===== src/hdl/ddou_pkg.sv =====
// Shared types, constants and table for the odometry update block.
package ddou_pkg;

	localparam int TABLE_ENTRIES = 91;
	localparam logic [22:0] HEAD_FULL = 23'd6283000;
	// (n * W_RECIP) >> 26 == n * 1000 / 19 for n < 2048
	localparam logic [31:0] W_RECIP = 32'd3532046000;
	// (h * MRAD_RECIP) >> 33 == h / 1000 for h < 2**23
	localparam logic [23:0] MRAD_RECIP = 24'd8589935;
	// (m * DEG_RECIP) >> 33 == m * 180 / 3141 for m <= 6283
	localparam logic [28:0] DEG_RECIP = 29'd492260040;
	// (a * POS_RECIP) >> 72 == a / 15625 for a < 2**58
	localparam logic [58:0] POS_RECIP = 59'd302231454903657294;
	localparam logic [7:0] NOISE_RESET = 8'd2;
	localparam logic [7:0] PERIOD_RESET = 8'd5;

	localparam logic [0:0] REG_NOISE = 1'b0;
	localparam logic [0:0] REG_PERIOD = 1'b1;

	localparam logic [2:0] STEP_IDLE = 3'd0;
	localparam logic [2:0] STEP_VEL = 3'd1;
	localparam logic [2:0] STEP_TRIG = 3'd2;
	localparam logic [2:0] STEP_MUL = 3'd3;
	localparam logic [2:0] STEP_ACC = 3'd4;
	localparam logic [2:0] STEP_HEAD = 3'd5;
	localparam logic [2:0] STEP_SCALE = 3'd6;
	localparam logic [2:0] STEP_OUT = 3'd7;

	typedef struct packed {
		logic [9:0] left_count;
		logic [9:0] right_count;
		logic left_reverse;
		logic right_reverse;
	} req_t;

	typedef struct packed {
		logic signed [31:0] x_position;
		logic signed [31:0] y_position;
		logic [12:0] heading_mrad;
		logic report_valid;
		logic [9:0] left_count_out;
		logic [9:0] right_count_out;
	} rsp_t;

	typedef struct packed {
		logic load;
		logic [2:0] step;
	} cmd_t;

	typedef struct packed {
		logic div_done;
	} sts_t;

	function automatic logic [9:0] sine_at(input logic [6:0] idx);
		logic [9:0] r;
		case (idx)
			7'd0: r = 10'd0; 7'd1: r = 10'd18; 7'd2: r = 10'd35; 7'd3: r = 10'd52;
			7'd4: r = 10'd70; 7'd5: r = 10'd87; 7'd6: r = 10'd105; 7'd7: r = 10'd122;
			7'd8: r = 10'd139; 7'd9: r = 10'd156; 7'd10: r = 10'd174; 7'd11: r = 10'd191;
			7'd12: r = 10'd208; 7'd13: r = 10'd225; 7'd14: r = 10'd242; 7'd15: r = 10'd259;
			7'd16: r = 10'd276; 7'd17: r = 10'd292; 7'd18: r = 10'd309; 7'd19: r = 10'd326;
			7'd20: r = 10'd342; 7'd21: r = 10'd358; 7'd22: r = 10'd375; 7'd23: r = 10'd391;
			7'd24: r = 10'd407; 7'd25: r = 10'd423; 7'd26: r = 10'd438; 7'd27: r = 10'd454;
			7'd28: r = 10'd470; 7'd29: r = 10'd485; 7'd30: r = 10'd500; 7'd31: r = 10'd515;
			7'd32: r = 10'd530; 7'd33: r = 10'd545; 7'd34: r = 10'd559; 7'd35: r = 10'd574;
			7'd36: r = 10'd588; 7'd37: r = 10'd602; 7'd38: r = 10'd616; 7'd39: r = 10'd629;
			7'd40: r = 10'd643; 7'd41: r = 10'd656; 7'd42: r = 10'd669; 7'd43: r = 10'd682;
			7'd44: r = 10'd695; 7'd45: r = 10'd707; 7'd46: r = 10'd719; 7'd47: r = 10'd731;
			7'd48: r = 10'd743; 7'd49: r = 10'd755; 7'd50: r = 10'd766; 7'd51: r = 10'd777;
			7'd52: r = 10'd788; 7'd53: r = 10'd799; 7'd54: r = 10'd809; 7'd55: r = 10'd819;
			7'd56: r = 10'd829; 7'd57: r = 10'd839; 7'd58: r = 10'd848; 7'd59: r = 10'd857;
			7'd60: r = 10'd866; 7'd61: r = 10'd875; 7'd62: r = 10'd883; 7'd63: r = 10'd891;
			7'd64: r = 10'd899; 7'd65: r = 10'd906; 7'd66: r = 10'd914; 7'd67: r = 10'd921;
			7'd68: r = 10'd927; 7'd69: r = 10'd934; 7'd70: r = 10'd940; 7'd71: r = 10'd946;
			7'd72: r = 10'd951; 7'd73: r = 10'd956; 7'd74: r = 10'd961; 7'd75: r = 10'd966;
			7'd76: r = 10'd970; 7'd77: r = 10'd974; 7'd78: r = 10'd978; 7'd79: r = 10'd982;
			7'd80: r = 10'd985; 7'd81: r = 10'd988; 7'd82: r = 10'd990; 7'd83: r = 10'd993;
			7'd84: r = 10'd995; 7'd85: r = 10'd996; 7'd86: r = 10'd998; 7'd87: r = 10'd999;
			7'd88: r = 10'd999; 7'd89: r = 10'd1000; 7'd90: r = 10'd1000;
			default: r = 10'd0;
		endcase
		return r;
	endfunction

endpackage


===== src/hdl/ddou_ctrl.sv =====
// Controller sequencing one request through the datapath.
module ddou_ctrl import ddou_pkg::*; (
	input logic clk,
	input logic arst_n,
	input logic in_valid,
	output logic in_ready,
	output logic out_valid,
	input logic out_ready,
	output cmd_t cmd,
	input sts_t sts
);
	localparam logic [2:0] S_IDLE = STEP_IDLE;
	localparam logic [2:0] S_VEL = STEP_VEL;
	localparam logic [2:0] S_TRIG = STEP_TRIG;
	localparam logic [2:0] S_MUL = STEP_MUL;
	localparam logic [2:0] S_ACC = STEP_ACC;
	localparam logic [2:0] S_HEAD = STEP_HEAD;
	localparam logic [2:0] S_SCALE = STEP_SCALE;
	localparam logic [2:0] S_OUT = STEP_OUT;

	logic [2:0] state_q;

	assign in_ready = (state_q == S_IDLE);
	assign out_valid = (state_q == S_OUT);
	assign cmd.load = in_valid && in_ready;
	assign cmd.step = state_q;

	always_ff @(posedge clk or negedge arst_n) begin
		if (!arst_n) begin
			state_q <= S_IDLE;
		end else begin
			case (state_q)
				S_IDLE: if (in_valid) state_q <= S_VEL;
				S_VEL: state_q <= S_TRIG;
				S_TRIG: state_q <= S_MUL;
				S_MUL: state_q <= S_ACC;
				S_ACC: state_q <= S_HEAD;
				S_HEAD: state_q <= S_SCALE;
				S_SCALE: if (sts.div_done) state_q <= S_OUT;
				S_OUT: if (out_ready) state_q <= S_IDLE;
				default: state_q <= S_IDLE;
			endcase
		end
	end
endmodule


===== config.mk =====
export PLATFORM = sky130hd
export DESIGN_NAME = ddou_ctrl
export DESIGN_NICKNAME = d
export VERILOG_FILES = /design/src/hdl/ddou_pkg.sv /design/src/hdl/ddou_ctrl.sv
export SDC_FILE = /design/constraint.sdc
export NUM_CORES = 1
export LEC_CHECK = 0
export ABC_AREA = 1
export BUFFER_PORTS_ARGS = -buffer_cell sky130_fd_sc_hd__buf_2
export CAP_MARGIN = 20
export CORE_AREA = 2 2 39 41
export CTS_CLUSTER_DIAMETER = 120
export DETAILED_ROUTE_END_ITERATION = 8
export DIE_AREA = 0 0 41 43
export PLACE_DENSITY = 0.38
export REMOVE_ABC_BUFFERS = 1
export SLEW_MARGIN = 20
export SYNTH_ARGS = -nofsm -noshare
export SYNTH_HDL_FRONTEND = slang
export SYNTH_SLANG_ARGS = --single-unit

===== constraint.sdc =====
create_clock -name clk -period 2.6 [get_ports clk]
set_input_delay 0.13 -clock clk [delete_from_list [all_inputs] [get_ports clk]]
set_output_delay 0.13 -clock clk [all_outputs]
set_load 0.03 [all_outputs]

==> reports/results.tsv, run 1 <==
stage	metric	value	unit
outcome	status	complete, no violations	
pwr	internal power	0.000204	W
floorplan	die area	0.00176	mm^2
drt	DR vias/cell	3.75	
clock_network	CTS H-tree lvls	1	
clock_network	clk slew on worst S/H paths	0.04	ns
critical_path	Worst setup EP type	primary output	
sta	Clock Skew	0.00111	ns
clock_network	Clock Tree Root	clkbuf_4	
drt	DRT Pass-1 Iters	1	
clock_network	CTS tree	built	
sta	WHS	0.219	ns
sta	fin. max-slew vios	0	
synth	Synth area leaders	dfrtp_1, nor2_1, nand2_1	
synth	post-synth cell types	12	
cells_and_area	Finished Layout Cells	59	
run	MaxCap Viol Count	0	
critical_path	highest cell delay on the worst timing path	0.43	ns
pwr	Seq pwr share	26.0	%
critical_path	Crit path max-delay family	flip-flops	
drt	Post-route DRC	0	
floorplan	core footprint	0.00138	mm^2
pwr	Switching Share	52.6	%
synth	mean area per synthesized cell	6.70	um^2
critical_path	Worst path slowest cell	dfrtp_1	
synth	flop and latch count out of synthesis	3	
drt	final WL	468	um
global_routing	initial antenna violation count	0	
pwr	clock share of power	18.9	%
critical_path	CP Class	reg -> out	
floorplan	Die W	41	um
pwr	Pleak	0.173	nW
floorplan	Initial Util	13.6	%
global_routing	gr usage total	6.45	%
synth	Post-synth EDFFs	0	
synth	sequential area share after synthesis	40.0	%
sta	count of final setup violators	0	
sta	minimum clock period	1.38	ns
drt	drt initial violations	0	
hold_path	worst hold path class	in -> async	
synth	Yosys warning count	0	
placed_design	Placer Congestion	0.711	
sta	TNS Setup	0	ns
pwr	combinational share of power	55.1	%
global_routing	first-pass GRT wire length	738	um
sta	period utilization	53.0	%
cells_and_area	Nets	49	
synth	Syn Inst Count	28	
critical_path	reg2reg path depth	5	
global_routing	total grt overflow	0	
synth	most area-hungry cell type in the Yosys netlist	dfrtp_1	
drt	post-DR wirelength/cell	7.93	um
synth	share of the synthesized area in the top cell type	40.0	%
clock_network	CTS Buffer Depth	2	
critical_path	WP data arrival	1.25	ns
floorplan	Site Rows	14	
cells_and_area	fraction of layout instances using a drive strength above 1	34.9	%
synth	main flop type after synthesis	dfrtp_1	
global_routing	vias in the first global route	218	
global_routing	M3 GR Usage	1.57	%
sta	Relative slew margins	86.5	%
synth	cell area after synthesis	188	um^2
critical_path	CP bufs+invs	2	
sta	unrepaired setup endpoints after global routing	false	
pwr	Peak supply drop	0.000513	V
pwr	Power per Cell Area	1460	mW/mm^2
clock_network	post-cts sizing count	0	
synth	commonest cells in the synthesized netlist	nor2_1, nand2_1, inv_1	
critical_path	startpoint types	flop	
drt	DR vias	221	
critical_path	Worst EP required	2.47	ns
placed_design	IO Port Bufs	10	
clock_network	Sink Count	3	
pwr	net switching power	0.000226	W
global_routing	busiest grt layer	met2	
cells_and_area	Top reg by flops	state_q	
sta	fmax	726	MHz
synth	most frequent cell after synthesis	nor2_1	
critical_path	CP max FO	7	
global_routing	met1 usage	7.47	%
placed_design	Post-Place Cells	54	
critical_path	Critical Path Stages	4	
sta	Worst-Margin Slew	0.203	ns
cells_and_area	max reg flops	3	
floorplan	io pins	11	
drt	post-route ant nets	0	
critical_path	CP cell instances	nor2_1 -> inv_1 -> nor3_1 -> buf_2	
cells_and_area	Ant. Diodes	0	
cells_and_area	Area Growth Syn to Fin	56.7	%
global_routing	largest net degree at the start of global routing	8	
cells_and_area	Layout fillers	163	
clock_network	clk_lat worst skew	0.23	ns
global_routing	met2 Track Usage GR	9.06	%
clock_network	TritonCTS buffer count	3	
sta	final hold vios	0	
cells_and_area	Largest regs	state_q x3	
floorplan	die height	43	um
synth	FFs w/ async S/R, synth	100	%
-- cell usage in the layout, fill, tap and decap left out, types with 2 or more instances in the layout --
master	n
nand3_1	2
nand2_1	5
nor2_1	6
buf_2	10
clkbuf_4	3
o21bai_1	2
inv_1	4
dfrtp_1	3
-- final cells by class --
class / instances / area (um^2) / area share (%)
Clock buffer: 4 / 26.3 / 8.94
Tap cell: 16 / 20.0 / 6.81
Multi-Input combinational cell: 20 / 93.8 / 31.9
Sequential cell: 3 / 75.1 / 25.5
Timing Repair Buffer: 11 / 60.1 / 20.4
Inverter: 5 / 18.8 / 6.38
-- kinds of logic after synthesis --
family / after synthesis / synth area share (%)
buffers and inverters: 5 / 10.0
flip-flops: 3 / 40.0
AO/OA/AOI/OAI: 4 / 13.3
AND/OR/NAND/NOR: 16 / 36.7
-- power groups by stage --
stage / clock [W] / sequential [W] / combinational, W
6_report: 0.0000813 / 0.000112 / 0.000237
4_1_cts: 0.0000863 / 0.000113 / 0.000241
3_3_place_gp: 0 / 0.000112 / 0.000242
2_1_floorplan: 0 / 0.000153 / 0.000128
5_1_grt: 0.0000894 / 0.000118 / 0.000260
3_5_place_dp: 0 / 0.000113 / 0.000239
-- routing by layer --
metal | part of all wire, % | wire [um]
met2 | 42 | 196
met3 | 8.8 | 41
met1 | 49 | 230
met4 | 0 | 0
met5 | 0 | 0
-- per-stage QoR --
stage | worst slack, ns | util (%) | total power, W | instance area, um^2
after global routing | 1.13 | 21.2 | 0.000467 | 294
after floorplan | 1.05 | - | 0.000281 | 188
after CTS | 1.22 | 21.2 | 0.000440 | 294
after global placement | 1.49 | 18.6 | 0.000354 | 258
after detailed placement | 1.47 | 18.6 | 0.000352 | 258
final | 1.22 | 21.2 | 0.000430 | 294
-- worst paths after layout --
kind / from / end / slack, ns
max: state_q[0] / cmd[3] / 1.22
min: arst_n / state_q[0] / 0.22
max reg2reg: state_q[2] / state_q[1] / 1.58
min reg2reg: state_q[0] / state_q[0] / 0.61
max in group asynchronous: arst_n / state_q[2] / 2.27
min in group clk: out_ready / state_q[0] / 0.24
-- timing repair --
| item | 4_1_cts | 5_1_grt |
|---|---|---|
| hold endpoints to repair | 3 | 0 |
| hold buffers | 1 | 0 |
| buffers inserted | 0 | 0 |
Power figures use the tool's default switching activity.
==> run 2: changes to the inputs <==
clock period = 1.4 ns   (was 2.6 ns; I/O delays follow)
==> run 2 against run 1 <==
Critical endpoint unchanged. Clock power increased by 96%. Register-to-register slack got worse by 1.2 ns. Total power rose by 91%. Non-clock buffer count did not move. First-iteration DRC count rose by 2. Hold slack got worse by 0.066 ns. Setup slack lost 1.1 ns. Clock skew barely moved.
==> reports/results.tsv, run 2 (synthesis results as in run 1) <==
stage	metric	value	unit
global_routing	largest net degree at the start of global routing	8	
sta	fin. max-slew vios	0	
sta	count of final setup violators	0	
pwr	clock share of power	19.3	%
placed_design	Placer Congestion	0.708	
clock_network	TritonCTS buffer count	3	
critical_path	CP max FO	7	
sta	unrepaired setup endpoints after global routing	false	
cells_and_area	Finished Layout Cells	59	
clock_network	clk_lat worst skew	0.24	ns
pwr	Pleak	0.171	nW
global_routing	total grt overflow	0	
clock_network	Sink Count	3	
critical_path	CP bufs+invs	2	
floorplan	Site Rows	14	
critical_path	startpoint types	flop	
global_routing	first-pass GRT wire length	855	um
critical_path	Crit path max-delay family	flip-flops	
drt	drt initial violations	2	
cells_and_area	Area Growth Syn to Fin	60.0	%
floorplan	io pins	11	
critical_path	Worst setup EP type	primary output	
drt	post-route ant nets	0	
cells_and_area	most frequent cells in the layout	buf_2, nand2_1, nor2_1	
clock_network	Post-CTS Setup Bufs	0	
sta	Worst Slack Setup Final	0.123	ns
floorplan	Die W	41	um
critical_path	CP cell instances	nor2_2 -> inv_1 -> nor3_1 -> buf_4	
cells_and_area	Finished Core Util	21.7	%
cells_and_area	Layout fillers	159	
critical_path	CP Class	reg -> out	
sta	minimum clock period	1.28	ns
clock_network	CTS tree	built	
sta	Worst-Margin Slew	0.209	ns
global_routing	vias in the first global route	214	
sta	Clock Skew	0.00105	ns
clock_network	Clock Tree Root	clkbuf_4	
floorplan	die height	43	um
floorplan	Initial Util	13.6	%
hold_path	worst hold path class	in -> async	
drt	Post-route DRC	0	
cells_and_area	commonest non-fill, non-tap cell in the layout	buf_2	
critical_path	Worst EP required	1.33	ns
drt	DR vias	232	
drt	final WL	519	um
pwr	net switching power	0.000432	W
placed_design	Post-Place Cells	54	
sta	fmax	783	MHz
cells_and_area	fraction of layout instances using a drive strength above 1	39.5	%
floorplan	die area	0.00176	mm^2
clock_network	clk slew on worst S/H paths	0.04	ns
outcome	status	complete, no violations	
placed_design	Post-DP Area	258	um^2
critical_path	Worst path slowest cell	dfrtp_2	
clock_network	CTS Buffer Depth	2	
pwr	Seq pwr share	26.5	%
critical_path	WP data arrival	1.21	ns
sta	final hold vios	0	
cells_and_area	Top reg by flops	state_q	
cells_and_area	Largest regs	state_q x3	
global_routing	initial antenna violation count	0	
global_routing	gr usage total	8.05	%
cells_and_area	Nets	49	
floorplan	core footprint	0.00138	mm^2
pwr	Power per Cell Area	2730	mW/mm^2
cells_and_area	Ant. Diodes	0	
drt	DR vias/cell	3.93	
sta	WHS	0.153	ns
drt	DRT Pass-1 Iters	2	
pwr	Switching Share	52.7	%
placed_design	dpl ws	0.319	ns
drt	post-DR wirelength/cell	8.80	um
pwr	combinational share of power	54.2	%
sta	period utilization	91.2	%
cells_and_area	Design Area, Final	300	um^2
critical_path	highest cell delay on the worst timing path	0.44	ns
pwr	internal power	0.000388	W
placed_design	hpwl dp	395	um
run	MaxCap Viol Count	0	
cells_and_area	max reg flops	3	
pwr	Peak supply drop	0.000730	V
clock_network	CTS H-tree lvls	1	
sta	Relative slew margins	86.1	%
placed_design	IO Port Bufs	10	
run 2: cell counts in the layout (fill, tap and decap cells not counted):
No cell type changed its count.
run 2: cell type report:
class	count	area (um^2)	share of cell area, %
Clock buffer	4	26.3	8.75
Inverter	5	18.8	6.25
Multi-Input combinational cell	20	96.3	32.1
Sequential cell	3	76.3	25.4
Tap cell	16	20.0	6.67
Timing Repair Buffer	11	62.6	20.8
run 2: path summary, 6_finish.rpt:
kind / from / endpoint / slack [ns] / cells past startpoint
min reg2reg: state_q[0] / state_q[0] / 0.55 / 1
max reg2reg: state_q[2] / state_q[1] / 0.36 / 5
max: state_q[0] / cmd[3] / 0.12 / 4
max in group asynchronous: arst_n / state_q[0] / 1.13 / 2
min in group clk: out_ready / state_q[0] / 0.17 / 4
min: arst_n / state_q[1] / 0.15 / 2
run 2: through the flow:
step,setup TNS [ns],power [W]
global placement,0,0.000653
global route,0,0.000897
floorplan,-0.0912,0.000522
CTS,0,0.000817
detailed placement,0,0.000648
finish,0,0.000820
run 2: power groups by stage:
stage | combinational, W | sequential (W) | clock (W)
after floorplan | 0.000238 | 0.000284 | 0
after global placement | 0.000442 | 0.000211 | 0
after detailed placement | 0.000439 | 0.000209 | 0
after CTS | 0.000445 | 0.000209 | 0.000163
after global routing | 0.000495 | 0.000229 | 0.000173
final | 0.000445 | 0.000217 | 0.000159
run 2: what timing repair did:
item,CTS,global route
resized for setup,0,3
hold endpoints to repair,3,0
hold buffers,1,0
endpoints found under the setup margin,0,1
run 2: per-layer routing:
layer / share of wire [%] / track usage [%] / up-vias
met5: 0 / 0 / -
met4: 5.6 / 10.0 / 0
met3: 11 / 4.71 / 4
met2: 36 / 8.13 / 11
met1: 47 / 9.71 / 98
li1: - / - / 119
